**src/sv/fpr_pkg.sv**
```systemverilog
// ----------------------------------------------------------------------------
// fpr_pkg
// Shared sizes, types and helper functions of the FIFO page replacement core.
// ----------------------------------------------------------------------------
package fpr_pkg;

   localparam int MAX_FRAMES = 16;
   localparam int PAGE_W     = 16;
   localparam int CFG_W      = 5;
   localparam int TOTAL_W    = 32;
   localparam int FILLED_W   = 5;
   localparam int SLOT_W     = (MAX_FRAMES > 1) ? $clog2(MAX_FRAMES) : 1;
   localparam int CNT_W      = $clog2(MAX_FRAMES + 1);
   localparam int SUM_W      = CNT_W + 1;
   localparam int LIM_W      = (CNT_W > CFG_W) ? CNT_W : CFG_W;

   localparam logic [CFG_W-1:0]   CFG_RESET = CFG_W'(4);
   localparam logic [TOTAL_W-1:0] TOTAL_MAX = '1;

   typedef logic [PAGE_W-1:0] page_type;
   typedef logic [SLOT_W-1:0] slot_type;
   typedef logic [CNT_W-1:0]  count_type;

   typedef struct packed {
      logic                  fault;
      logic                  evicted_valid;
      page_type              evicted_page;
      logic [TOTAL_W-1:0]    fault_total;
      logic [FILLED_W-1:0]   frames_filled;
   } result_type;

   // zero frames acts as one, anything above the ring size as the ring size
   function automatic count_type frame_limit(logic [CFG_W-1:0] cfg);
      logic [LIM_W-1:0] wide;
      wide = LIM_W'(cfg);
      if (cfg == '0) begin
         return CNT_W'(1);
      end else if (wide > LIM_W'(MAX_FRAMES)) begin
         return CNT_W'(MAX_FRAMES);
      end else begin
         return CNT_W'(wide);
      end
   endfunction

   // ring index base + offs, offs never above the ring size
   function automatic slot_type slot_add(slot_type base, count_type offs);
      logic [SUM_W-1:0] sum;
      sum = SUM_W'(base) + SUM_W'(offs);
      if (sum >= SUM_W'(MAX_FRAMES)) begin
         sum = sum - SUM_W'(MAX_FRAMES);
      end
      return SLOT_W'(sum);
   endfunction

endpackage

```
**src/sv/fpr_frame_store.sv**
```systemverilog
// ----------------------------------------------------------------------------
// fpr_frame_store
// Ring of resident pages with parallel lookup, FIFO insert/evict and the
// saturating fault counter. Updates its state on each fire pulse.
// ----------------------------------------------------------------------------
module fpr_frame_store
   import fpr_pkg::*;
(
   input  logic       clock,
   input  logic       reset,
   input  logic       fire,
   input  page_type   page,
   input  logic       start,
   input  count_type  limit,
   output result_type result
);

   page_type           pages_ff [MAX_FRAMES];
   count_type          count_ff;
   count_type          count_in;
   slot_type           oldest_ff;
   slot_type           oldest_in;
   logic [TOTAL_W-1:0] total_ff;
   logic [TOTAL_W-1:0] total_in;

   count_type          count_eff;
   slot_type           oldest_eff;
   logic [TOTAL_W-1:0] total_eff;
   logic [MAX_FRAMES-1:0] hit_vec;
   logic               miss;
   logic               evict;
   slot_type           wr_slot;

   // distance of ring slot idx from the oldest slot
   function automatic logic [SUM_W-1:0] ring_offset(int idx, slot_type base);
      logic [SUM_W-1:0] pos;
      pos = SUM_W'(idx);
      if (pos >= SUM_W'(base)) begin
         return pos - SUM_W'(base);
      end else begin
         return pos + SUM_W'(MAX_FRAMES) - SUM_W'(base);
      end
   endfunction

   always_comb begin
      count_eff  = start ? '0 : count_ff;
      oldest_eff = start ? '0 : oldest_ff;
      total_eff  = start ? '0 : total_ff;

      for (int i = 0; i < MAX_FRAMES; i++) begin
         hit_vec[i] = (ring_offset(i, oldest_eff) < SUM_W'(count_eff)) &&
                      (pages_ff[i] == page);
      end

      miss    = ~|hit_vec;
      evict   = miss && !(count_eff < limit);
      wr_slot = slot_add(oldest_eff, count_eff);

      count_in  = count_eff;
      oldest_in = oldest_eff;
      total_in  = total_eff;
      if (miss) begin
         if (total_eff != TOTAL_MAX) begin
            total_in = total_eff + TOTAL_W'(1);
         end
         if (evict) begin
            oldest_in = slot_add(oldest_eff, CNT_W'(1));
         end else begin
            count_in = count_eff + CNT_W'(1);
         end
      end

      result.fault         = miss;
      result.evicted_valid = evict;
      result.evicted_page  = evict ? pages_ff[oldest_eff] : '0;
      result.fault_total   = total_in;
      result.frames_filled = FILLED_W'(count_in);
   end

   always_ff @(posedge clock) begin
      if (fire && miss) begin
         pages_ff[wr_slot] <= page;
      end
   end

   always_ff @(posedge clock) begin
      if (reset) begin
         count_ff  <= '0;
         oldest_ff <= '0;
         total_ff  <= '0;
      end else if (fire) begin
         count_ff  <= count_in;
         oldest_ff <= oldest_in;
         total_ff  <= total_in;
      end
   end

endmodule

```
**src/sv/fifo_page_replacement_core.sv**
```systemverilog
// ----------------------------------------------------------------------------
// fifo_page_replacement_core
// FIFO page replacement, small frame ring, one reference per cycle without stall.
// ----------------------------------------------------------------------------
// Usage:
//   req_ channel carries one page reference per item (page number and a
//   start flag that empties the frames and clears the fault count first).
//   rsp_ channel returns one result item per reference, in order: fault,
//   eviction flag and page, running fault count and frames filled.
//   csr_ channel writes the frame limit (reset value 4); write it only while
//   no item is in flight. csr_ready is always high.
// Timing:
//   a reference is registered in the input stage on acceptance; its result is
//   registered in the result stage when the item advances. One item per cycle
//   is sustained while rsp_stall is low; the lookup compares the page against
//   every frame in parallel and the ring update happens in that same cycle.
// Reset:
//   synchronous; empties the frames, clears the fault count and both stages.
// Stall:
//   while rsp_stall holds a result, the input stage keeps one more item and
//   then raises req_stall; nothing is dropped or repeated.
// ----------------------------------------------------------------------------
module fifo_page_replacement_core
   import fpr_pkg::*;
(
   input  logic                clock,
   input  logic                reset,
   input  logic                req_valid,
   output logic                req_stall,
   input  logic [PAGE_W-1:0]   req_page_number,
   input  logic                req_start_run,
   output logic                rsp_valid,
   input  logic                rsp_stall,
   output logic                rsp_fault,
   output logic                rsp_evicted_valid,
   output logic [PAGE_W-1:0]   rsp_evicted_page,
   output logic [TOTAL_W-1:0]  rsp_fault_total,
   output logic [FILLED_W-1:0] rsp_frames_filled,
   input  logic                csr_valid,
   output logic                csr_ready,
   input  logic [CFG_W-1:0]    csr_frames_in_use
);

   logic [CFG_W-1:0] frames_cfg_ff;

   logic       in_valid_ff;
   logic       in_valid_in;
   page_type   in_page_ff;
   logic       in_start_ff;

   logic       out_valid_ff;
   logic       out_valid_in;
   result_type out_ff;
   result_type result;

   logic       accept;
   logic       advance;

   assign csr_ready = 1'b1;

   always_ff @(posedge clock) begin
      if (reset) begin
         frames_cfg_ff <= CFG_RESET;
      end else begin
         if (csr_valid && csr_ready) begin
            frames_cfg_ff <= csr_frames_in_use;
         end
      end
   end

   // the held item moves on whenever the result register is free or drains
   assign advance   = in_valid_ff && (!out_valid_ff || !rsp_stall);
   assign req_stall = in_valid_ff && out_valid_ff && rsp_stall;
   assign accept    = req_valid && !req_stall;

   always_comb begin
      in_valid_in = in_valid_ff;
      if (accept) begin
         in_valid_in = 1'b1;
      end else if (advance) begin
         in_valid_in = 1'b0;
      end

      out_valid_in = out_valid_ff;
      if (advance) begin
         out_valid_in = 1'b1;
      end else if (out_valid_ff && !rsp_stall) begin
         out_valid_in = 1'b0;
      end
   end

   always_ff @(posedge clock) begin
      if (reset) begin
         in_valid_ff  <= 1'b0;
         out_valid_ff <= 1'b0;
      end else begin
         in_valid_ff  <= in_valid_in;
         out_valid_ff <= out_valid_in;
      end
   end

   always_ff @(posedge clock) begin
      if (accept) begin
         in_page_ff  <= req_page_number;
         in_start_ff <= req_start_run;
      end
      if (advance) begin
         out_ff <= result;
      end
   end

   fpr_frame_store u_store (
      .clock  (clock),
      .reset  (reset),
      .fire   (advance),
      .page   (in_page_ff),
      .start  (in_start_ff),
      .limit  (frame_limit(frames_cfg_ff)),
      .result (result)
   );

   assign rsp_valid         = out_valid_ff;
   assign rsp_fault         = out_ff.fault;
   assign rsp_evicted_valid = out_ff.evicted_valid;
   assign rsp_evicted_page  = out_ff.evicted_page;
   assign rsp_fault_total   = out_ff.fault_total;
   assign rsp_frames_filled = out_ff.frames_filled;

`ifndef NO_ASSERTIONS
   a_evict_needs_fault : assert property (@(posedge clock) disable iff (reset)
      rsp_valid && rsp_evicted_valid |-> rsp_fault)
      else $error("eviction reported without a fault");

   a_no_evict_zero_page : assert property (@(posedge clock) disable iff (reset)
      rsp_valid && !rsp_evicted_valid |-> rsp_evicted_page == '0)
      else $error("evicted page nonzero without eviction");

   a_filled_bounded : assert property (@(posedge clock) disable iff (reset)
      rsp_valid |-> (rsp_frames_filled != '0) && (rsp_frames_filled <= MAX_FRAMES))
      else $error("frames filled out of range");

   a_reset_clears : assert property (@(posedge clock)
      reset |=> !rsp_valid && !req_stall)
      else $error("pipeline not empty after reset");
`endif

endmodule

```
**config.mk**
```make
export PLATFORM = sky130hd
export DESIGN_NAME = fifo_page_replacement_core
export DESIGN_NICKNAME = d
export VERILOG_FILES = /design/src/sv/fpr_pkg.sv /design/src/sv/fpr_frame_store.sv /design/src/sv/fifo_page_replacement_core.sv
export SDC_FILE = /design/constraint.sdc
export NUM_CORES = 1
export LEC_CHECK = 0
export ABC_AREA = 1
export BUFFER_PORTS_ARGS = -buffer_cell sky130_fd_sc_hd__buf_4
export CORE_MARGIN = 3
export CORE_UTILIZATION = 35
export DETAILED_ROUTE_END_ITERATION = 12
export PLACE_DENSITY = 0.55
export SETUP_SLACK_MARGIN = 0.5
export SYNTH_ARGS = -nofsm -noshare
export SYNTH_HDL_FRONTEND = slang
export SYNTH_HIERARCHICAL = 1
export SYNTH_SLANG_ARGS = --single-unit
```
**constraint.sdc**
```tcl
create_clock -name clock -period 7 [get_ports clock]
set_input_delay 0.35 -clock clock [delete_from_list [all_inputs] [get_ports clock]]
set_output_delay 0.35 -clock clock [all_outputs]
set_load 0.02 [all_outputs]
```
# == After elaboration in Yosys (flattened, before gate mapping) ==
# Memory sizes are Yosys's and may differ from the RTL's. A register that Yosys moved wholly into a read port is not among the register bits.
# Index checks and enable logic that the tools add are counted.
# word_totals
mem_bits_rw,256
latch_bits,0
mem_count,1
register_bits,104
wordCells,170
rom_bits,0
# memory_table
memory,depth,width,read_ports,rd_clocked_by_memory_dff,write_ports,line_no,rtl
u_store.pages_ff,16,16,17,1,1,fpr_frame_store.sv:18,page_type pages_ff [MAX_FRAMES];
# classes
n_mul,0
reduce_logical,34
muxes,34
bitwise,0
n_shift,0
n_lt_le_gt_ge,35
n_eq_ne,17
div,0
add_sub_neg,37
# op_table
op,count
$eq A16 B16 Y1,16
$lt A6 B5 Y1,16
$mux W32,3
$mux W6,15
$sub A5 B4 Y6 const A,15
$sub A4 B4 Y5 const A,8
$add A32 B1 Y32 const B,1
$ne A32 B32 Y1 const B,1
$ge A4 B4 Y1 const A,7
$mux W5,5
$logic_and A1 B1 Y1,23
$mux W4,5
$sub A3 B4 Y5 const A,4
$ge A3 B4 Y1 const A,4
$reduce_or A16 Y1,1
$sub A1 B4 Y5 const A,2
$sub A2 B4 Y5 const A,2
$ge A1 B4 Y1 const A,2
$ge A2 B4 Y1 const A,2
$sub A4 B1 Y4 const B,2
$add A4 B5 Y6,1
$ge A6 B5 Y1 const B,1
$logic_not A1 Y1,6
$mux W1,6
other kinds (8),9

# == Logic depth before layout (Yosys ltp) ==
# Gate-level depths: netlist of the first run.
# logic_depth
depth_word,10
mapped_depth,30
ltp_nobuf,25

# == Modules after synthesis ==
# The synthesis of the first run kept the hierarchy.
# modules_own_cells
mod,area_per_inst_um2,n_inst,seq_area_each_um2,cells_per_inst
fpr_frame_store,19881.6,1,8508.2,2661
fifo_page_replacement_core,2471.1,1,2302.2,119

# == Least setup slack after synthesis of the first run ==
# Ideal clock, no wire load.
# synth_timing
path_kind,register to register
start,reg in_start_ff
end,"mem u_store/pages_ff[0][0] (netlist name), enable pin"
synth_period_minus_slack_ns,5.086
stages_incl_launch_ff,28
t_arrival_ns,4.697
slack_ns,1.914
n_path_buf,7
path_cell_list,edfxtp_1 buf_6 buf_6 buf_2 buf_2 nor2_1 inv_1 buf_1 ha_1 clkbuf_1 a21oi_1 inv_1 ha_1 inv_1 ha_1 nand2_1 nor3_1 nor2_1 nand3_1 nand2_1 nor2_1 nand2_1 nor2_4 inv_2 buf_6 nor2_2 nand3_1 nor2_1
# synth_via
elab_chain_len,10
elab_cells_between_ends,104
cone_classes,33 x add/sub; 32 x order compare; 20 x mux; 19 x reduce/logical
# synth_rtl
item,line_no,rtl
start: declaration,fifo_page_replacement_core.sv:49,logic in_start_ff;
start signal: assignment,fifo_page_replacement_core.sv:105,in_start_ff <= req_start_run;
$mux W4,fpr_frame_store.sv:47,oldest_eff = start ? '0 : oldest_ff;
"$sub A5 B4 Y6, or another cell as far along",fpr_frame_store.sv:41,return pos + SUM_W'(MAX_FRAMES) - SUM_W'(base);
$mux W6,fpr_frame_store.sv:38,if (pos >= SUM_W'(base)) begin
$lt A6 B5 Y1,fpr_frame_store.sv:51,"hit_vec[i] = (ring_offset(i, oldest_eff) < SUM_W'(count_eff)) &&"
$logic_and A1 B1 Y1,fpr_frame_store.sv:51,
$reduce_or A16 Y1,fpr_frame_store.sv:55,miss = ~|hit_vec;
$logic_not A1 Y1,fpr_frame_store.sv:55,
$logic_and A1 B1 Y1,fpr_frame_store.sv:81,if (fire && miss) begin
$mux W1,fpr_frame_store.sv:81,
$mux W1 (implied by the code),fpr_frame_store.sv:82,pages_ff[wr_slot] <= page;
end: declaration,fpr_frame_store.sv:18,
# Parallel ways exist; a longest one is shown, timed or not.

==> impl_metrics.env, run 1 <==
export IMPL_startpoint_type="flop"
export IMPL_cts_buffer_depth=3
export IMPL_place_ws_ns=1.25
export IMPL_grt_pass1_vias=17793
export IMPL_reg2reg_slack_ns=1.18
export IMPL_hold_class="input port to flop"
export IMPL_yosysTopAreaCell="edfxtp_1"
export IMPL_syn_inst=2780
export IMPL_core_area_sq_um=63100
export IMPL_fmax_ghz=0.172
export IMPL_cts_hold_buf=23
export IMPL_io_pins=85
export IMPL_dr_total_vias=19138
export IMPL_ys_warnings_count=6
export IMPL_max_cap_violations=0
export IMPL_start_util=0.354
export IMPL_finalNetCount=2952
export IMPL_ys_ff_latch=376
export IMPL_post_cts_buffers=0
export IMPL_gp_congestion=0.953
export IMPL_utilization=0.404
export IMPL_rows=92
export IMPL_grt_setup_unrepaired="false"
export IMPL_dr_pass1_iters=5
export IMPL_timing_setup_tns_ns=0
export IMPL_leakagePower_nw=11.3
export IMPL_crit_required_ns=7.20
export IMPL_detail_route_antenna_nets=0
export IMPL_status="finished, final reports clean"
export IMPL_cp_max_fo=29
export IMPL_setup_viol=0
export IMPL_r2r_start="in_start_ff"
export IMPL_synth_commonest_cells="787 x nand2_1, 351 x inv_1, 331 x nor2_1, 328 x edfxtp_1, 168 x o21ai_0"
export IMPL_drive_above_1_share=0.0848
export IMPL_fin_crit_sh=0.831
export IMPL_drc=0
export IMPL_diodes=0
export IMPL_grt_use_total=0.223
export IMPL_dieHeight_microns=259
export IMPL_syn_avg_cell_area_sq_um=8.04
export IMPL_ys_async_sr_fraction=0
export IMPL_die_x_microns=259
export IMPL_worstHoldStart="csr_frames_in_use[3]"
export IMPL_drt_iter0_markers=1998
export IMPL_slew_headroom=0.258
export IMPL_drt_wl_total_mm=76.3
export IMPL_hpwl_mm=53.5
export IMPL_crit_start="in_start_ff"
export IMPL_cts_buffers=46
export IMPL_clkTransAtPathRegs_ns=0.06
export IMPL_synth_edff_count=328
export IMPL_timing_rr_end="u_store/pages_ff[15][10]"
export IMPL_grt_antenna_before_repair=5
export IMPL_grt_first_pass_wirelength_mm=113
export IMPL_drt_wirelength_per_cell_microns=20.5
export IMPL_synthesis_area_sq_um=22400
export IMPL_layout_setup_ws_ns=1.18
export IMPL_synth_flop_cell="edfxtp_1"
export IMPL_yosysUniqueCellTypes=45
export IMPL_fin_worst_skew_ns=0.0225
export IMPL_cp_endpoint="u_store/pages_ff[15][10]"
export IMPL_synth_top_area_frac=0.441
export IMPL_yosysSeqAreaShare=0.484
export IMPL_worstSetupPathType="flop to flop"
export IMPL_fin_crit_ns=5.82
export IMPL_final_hold_viol_count=0
export IMPL_clk_latency_ns=0.60
export IMPL_cts_resized=0
export IMPL_worst_setup_path_end_kind="flop"
export IMPL_reg2regPathDepth=23
export IMPL_tightest_slew_ns=1.11
export IMPL_avgViaCountPerCell=5.14
export IMPL_clock_sinks=376
export IMPL_cts_root_buf="clkbuf_16"
export IMPL_grt_ovfl_total=0
export IMPL_synth_nets=2890
export IMPL_die_area_sq_um=66900
export IMPL_portBuffers=83
export IMPL_area_delta_synth_final_pct=14.1
export IMPL_slew_viol_final=0
export IMPL_p_per_area_nw_per_um2=219
export IMPL_synth_area_top_cells="edfxtp_1 44%, nand2_1 13%, inv_1 5.9%"
export IMPL_arrival_ns=6.02
export IMPL_grt_max_degree=72
export IMPL_ir_drop_mv=0.184
export IMPL_htreeDepth=2
export IMPL_yosys_cell_count_top_type="nand2_1"
export IMPL_cts_tree="done"
-- metrics by stage --
| step | area (sq um) | power, mW | instances | hold slack (ns) |
|---|---|---|---|---|
| after CTS | 25500 | 5.65 | 3724 | 0.00398 |
| final | 25500 | 5.59 | 3724 | 0.0284 |
| after floorplan | 22400 | 2.98 | 2780 | 0.419 |
| after global routing | 25500 | 5.82 | 3724 | 0.0136 |
| after detailed placement | 23700 | 3.21 | 3617 | 0.459 |
| after global placement | 23700 | 3.20 | 3617 | 0.456 |
-- cell families (layout without fill, tap and decap cells) --
| logic type | after synthesis | in the layout | share of synthesized area |
|---|---|---|---|
| compound gates | 419 | 419 | 0.104 |
| xor+xnor | 115 | 115 | 0.0451 |
| flops | 376 | 376 | 0.484 |
| simple gates | 1290 | 1290 | 0.230 |
| other cells | 1 | 1 | 0.000168 |
| buf+inv | 496 | 594 | 0.0902 |
| fa+ha+maj | 83 | 83 | 0.0468 |
-- layer usage --
layer | track usage | vias up | share of wire
li1 | - | 9165 | -
met5 | 0 | - | 0.00079
met3 | 0.0347 | 144 | 0.078
met4 | 0.0739 | 8 | 0.033
met1 | 0.301 | 9072 | 0.43
met2 | 0.366 | 749 | 0.46
-- sequential cells by signal, indices dropped and copies added (netlist names) --
register / count
u_store/pages_ff: 256
u_store/count_ff: 5
rsp_evicted_page: 16
u_store/oldest_ff: 4
rsp_fault: 1
in_valid_ff: 1
rsp_fault_total: 32
rsp_frames_filled: 5
frames_cfg_ff: 5
in_start_ff: 1
rsp_valid: 1
u_store/total_ff: 32
in_page_ff: 16
rsp_evicted_valid: 1
-- worst max-delay path, stage by stage (launching register included) --
cell	delay, ns
edfxtp_1	0.58
nor2_2	0.17
buf_4	0.38
inv_1	0.10
buf_4	0.25
ha_1	0.34
a21oi_1	0.20
inv_1	0.06
ha_1	0.28
inv_1	0.05
ha_1	0.27
nand2_1	0.07
nor3_1	0.23
nor2_1	0.12
nand3_1	0.10
nand2_1	0.05
nor2_1	0.12
nand2_1	0.10
nor2_4	0.12
inv_2	0.03
buf_4	0.23
nor2_2	0.26
nand3_1	0.34
nor2_2	0.94
-- how the worst min path moves through the flow --
stage / to / slack, ns / cells after the start
final: frames_cfg_ff[3] / 0.03 / 3
after global routing: frames_cfg_ff[3] / 0.01 / 3
after floorplan: in_valid_ff / 0.42 / 1
after global placement: u_store/oldest_ff[1] / 0.46 / 2
after CTS: frames_cfg_ff[3] / 0.004 / 3
after detailed placement: u_store/oldest_ff[1] / 0.46 / 2
-- placed cells by master, fill, tap and decap left out, types with 3 or more instances in the layout --
cell type,count
a21oi_1,117
a22oi_1,26
a31oi_1,9
buf_4,121
bufinv_16,5
clkbuf_1,6
clkbuf_16,46
clkinv_1,5
clkinv_2,12
clkinv_4,3
clkinvlp_4,3
dfxtp_1,48
dlygate4sd3_1,23
edfxtp_1,328
ha_1,82
inv_1,349
inv_2,15
nand2_1,787
nand3_1,108
nand4_1,17
nor2_1,316
nor2_2,20
nor2_4,4
nor3_1,24
nor4_1,5
o211ai_1,25
o21ai_0,168
o21ai_1,35
o21bai_1,6
o221ai_1,4
o22ai_1,20
o311ai_0,4
xnor2_1,31
xor2_1,84
-- final cells by class --
class	instances	area, sq um
fillers	6397	37600
flip-flops and latches	376	10800
clock buffers	54	1200
repair buffers	144	1140
inverters	366	1380
well taps	846	1060
multi-input cells	1908	9580
clock inverters	30	328
-- power by group --
| group | internal [mW] | switching [mW] |
|---|---|---|
| Sequential | 2.50 | 0.0495 |
| Clock | 1.42 | 0.995 |
| Combinational | 0.194 | 0.435 |
| Total | 4.11 | 1.48 |
No activity file was read; power rests on OpenSTA's default activity.
==> inputs of run 2 (changes only) <==
--- a/config.mk
+++ b/config.mk
@@ -5,7 +5,7 @@
 export SDC_FILE = /design/constraint.sdc
 export NUM_CORES = 1
 export LEC_CHECK = 0
-export ABC_AREA = 1
+export ABC_AREA = 0
 export BUFFER_PORTS_ARGS = -buffer_cell sky130_fd_sc_hd__buf_4
 export CORE_MARGIN = 3
 export CORE_UTILIZATION = 35
==> constraint.sdc (replaced) <==
create_clock -name clock -period 5.9 [get_ports clock]
set_input_delay 0.295 -clock clock [delete_from_list [all_inputs] [get_ports clock]]
set_output_delay 0.295 -clock clock [all_outputs]
set_load 0.02 [all_outputs]
==> run 2 against run 1 <==
  * Via count decreased by 21%
  * Clock power up 5%
  * Utilization is 0.53 points higher
  * Global-route usage fell by 2.4 points
  * Combinational power fell by 13%
  * Sequential power rose by 17%
  * Maximum frequency rose by 15%
  * Area after synthesis down 6.7%
  * Power increased by 8.5%
  * Die area decreased by 6.5%
  * Worst setup slack worse by 0.34 ns
  * Highest routed layer is now met4
==> impl_metrics.env, run 2 <==
export IMPL_status="finished, final reports clean"
export IMPL_ys_async_sr_fraction=0
export IMPL_final_seq_area_sq_um=10800
export IMPL_hold_class="input port to flop"
export IMPL_utilization=0.410
export IMPL_grt_use_total=0.199
export IMPL_path_common_cell="ha_1"
export IMPL_avgViaCountPerCell=5.49
export IMPL_critPathMaxStageDelay_ns=0.61
export IMPL_clkTransAtPathRegs_ns=0.06
export IMPL_tightest_slew_ns=1.12
export IMPL_post_cts_buffers=0
export IMPL_worstHoldStart="csr_valid"
export IMPL_place_ws_ns=0.571
export IMPL_setup_viol=0
export IMPL_synthesis_area_sq_um=20900
export IMPL_syn_avg_cell_area_sq_um=11.2
export IMPL_worst_setup_path_end_kind="flop"
export IMPL_leakagePower_nw=8.50
export IMPL_drc=0
export IMPL_detail_route_antenna_nets=0
export IMPL_rows=88
export IMPL_grt_antenna_before_repair=0
export IMPL_gp_congestion=0.930
export IMPL_yosysSeqAreaShare=0.518
export IMPL_startpoint_type="flop"
export IMPL_synth_nets=1967
export IMPL_cts_tree="done"
export IMPL_cts_buffer_depth=3
export IMPL_path_delay_family="simple AND/OR/NAND/NOR gates"
export IMPL_ys_ff_latch=376
export IMPL_largest_reg_flops=256
export IMPL_cts_root_buf="clkbuf_16"
export IMPL_diodes=0
export IMPL_fmax_ghz=0.198
export IMPL_reg2reg_slack_ns=0.84
export IMPL_io_pins=85
export IMPL_area_delta_synth_final_pct=14.6
export IMPL_arrival_ns=5.38
export IMPL_clk_latency_ns=0.58
export IMPL_yosysUniqueCellTypes=82
export IMPL_dr_total_vias=15120
export IMPL_die_area_sq_um=62600
export IMPL_start_util=0.357
export IMPL_drt_wirelength_per_cell_microns=23.1
export IMPL_dieHeight_microns=250
export IMPL_fin_crit_sh=0.858
export IMPL_p_per_area_nw_per_um2=254
export IMPL_final_cell_mix="328 x edfxtp_1, 207 x nand2_1, 165 x xor2_1, 144 x buf_4, 131 x xnor2_1"
export IMPL_grt_pass1_vias=15049
export IMPL_grt_max_degree=67
export IMPL_yosysTopAreaCell="edfxtp_1"
export IMPL_critical_path_cell_chain="nand2b_1 -> ha_1 -> ha_1 -> a21oi_1 -> o41ai_1 -> ha_1 -> inv_1 -> ha_1 -> a2111oi_0 -> nand3_1 -> nor4_1 -> nor4_1 -> o2111ai_1 -> or2_1 -> buf_4 -> nor2_4 -> and4_1 -> o21ba_2"
export IMPL_grt_ovfl_total=0
export IMPL_drive_above_1_share=0.118
export IMPL_max_cap_violations=0
export IMPL_clock_sinks=376
export IMPL_final_common_cell="edfxtp_1"
export IMPL_ir_drop_mv=0.192
export IMPL_crit_required_ns=6.22
export IMPL_r2r_start="in_start_ff"
export IMPL_synth_top_area_frac=0.472
export IMPL_fin_worst_skew_ns=0.0280
export IMPL_min_to="frames_cfg_ff[0]"
export IMPL_timing_rr_end="rsp_fault_total[19]"
export IMPL_core_area_sq_um=58400
export IMPL_timing_setup_tns_ns=0
export IMPL_synth_edff_count=328
export IMPL_dr_pass1_iters=6
export IMPL_hpwl_mm=43.9
export IMPL_synth_area_top_cells="edfxtp_1 47%, xor2_1 6.9%, xnor2_1 5.5%"
export IMPL_grt_setup_unrepaired="false"
export IMPL_slowest_stage="nor4_1"
export IMPL_drt_iter0_markers=1207
export IMPL_total_power_mw=6.07
export IMPL_grt_first_pass_wirelength_mm=96.1
export IMPL_syn_inst=1857
export IMPL_fin_crit_ns=5.06
export IMPL_htreeDepth=2
export IMPL_slew_headroom=0.250
export IMPL_nFillCells=5519
export IMPL_yosys_cell_count_top_type="edfxtp_1"
export IMPL_finalNetCount=2068
export IMPL_largest_register="u_store/pages_ff"
export IMPL_portBuffers=83
export IMPL_reg2regPathDepth=18
export IMPL_whs_path_depth=3
export IMPL_slew_viol_final=0
export IMPL_drt_wl_total_mm=63.8
export IMPL_synth_commonest_cells="328 x edfxtp_1, 207 x nand2_1, 165 x xor2_1, 131 x xnor2_1, 82 x ha_1"
export IMPL_die_x_microns=250
export IMPL_final_hold_viol_count=0
export IMPL_ys_warnings_count=6
export IMPL_layout_setup_ws_ns=0.839
export IMPL_crit_buf_inv=2
export IMPL_cts_buffers=43
export IMPL_synth_flop_cell="edfxtp_1"
export IMPL_multiInputGateArea_sq_um=9070
export IMPL_cp_max_fo=28
export IMPL_worstSetupPathType="flop to flop"
[run 2: cell types whose count changed in the layout (fill, tap and decap cells not counted), moves of 49 or more]
cell,delta
a211oi_1,+49
a21oi_1,-83
a311oi_1,+53
inv_1,-276
nand2_1,-580
nor2_1,-255
nor2b_1,+61
o21ai_0,-139
xnor2_1,+100
xor2_1,+81
[run 2: worst max-delay path by stage]
| stage | from | endpoint | slack [ns] | cells past startpoint |
|---|---|---|---|---|
| 2_1_floorplan | in_start_ff | u_store/pages_ff[10][0] | 0.77 | 24 |
| 3_3_place_gp | in_start_ff | u_store/pages_ff[13][0] | 0.86 | 17 |
| 3_5_place_dp | in_start_ff | u_store/pages_ff[13][6] | 0.57 | 17 |
| 4_1_cts | in_start_ff | u_store/pages_ff[13][10] | 0.60 | 17 |
| 5_1_grt | in_start_ff | rsp_fault_total[19] | 0.60 | 18 |
| 6_report | in_start_ff | rsp_fault_total[19] | 0.84 | 18 |
[run 2: cells by family after synthesis]
| family | share of synthesized area |
|---|---|
| compound gates | 0.0960 |
| xor+xnor | 0.125 |
| fa+ha+maj | 0.0501 |
| buf+inv | 0.0486 |
| flops | 0.518 |
| mux | 0.0193 |
| other cells | 0.000180 |
| simple gates | 0.142 |
[run 2: stage by stage]
step | area, sq um | cells | hold WS [ns]
detailed placement | 22300 | 2652 | 0.474
global route | 23900 | 2755 | 0.0470
finish | 23900 | 2755 | 0.0468
global placement | 22300 | 2652 | 0.461
CTS | 23900 | 2754 | 0.0126
floorplan | 20900 | 1857 | 0.364
[run 2: worst min-delay path: stages]
cell,delay [ns]
buf_4,0.13
mux2i_1,0.08
nor2_1,0.07
[run 2: timing repair]
action | 4_1_cts | 5_1_grt
hold endpoints to repair | 24 | 0
gates resized for setup | 0 | 1
endpoints found under the setup margin | 0 | 16
hold buffers | 25 | 0
[run 2: area by class of cell]
type,instances,share of cell area
clock buffer,59,0.0484
clock inverter,18,0.00665
inverter,77,0.0124
multi-input combinational,1285,0.379
sequential,376,0.452
tap,765,0.0400
timing repair buffer,175,0.0607
[run 2: metal layers]
layer	routed length, microns	vias up	track usage	part of all wire
li1	-	6969	-	-
met1	29100	7503	0.283	0.46
met2	29000	555	0.316	0.46
met3	3970	93	0.0286	0.062
met4	1700	0	0.0580	0.027
met5	0	-	0	0
[run 2: report_power, final]
group          total (mW)  internal (mW)  switching [mW]
registers            2.98           2.94          0.0428
clock network        2.54           1.42            1.11
logic               0.548          0.199           0.349
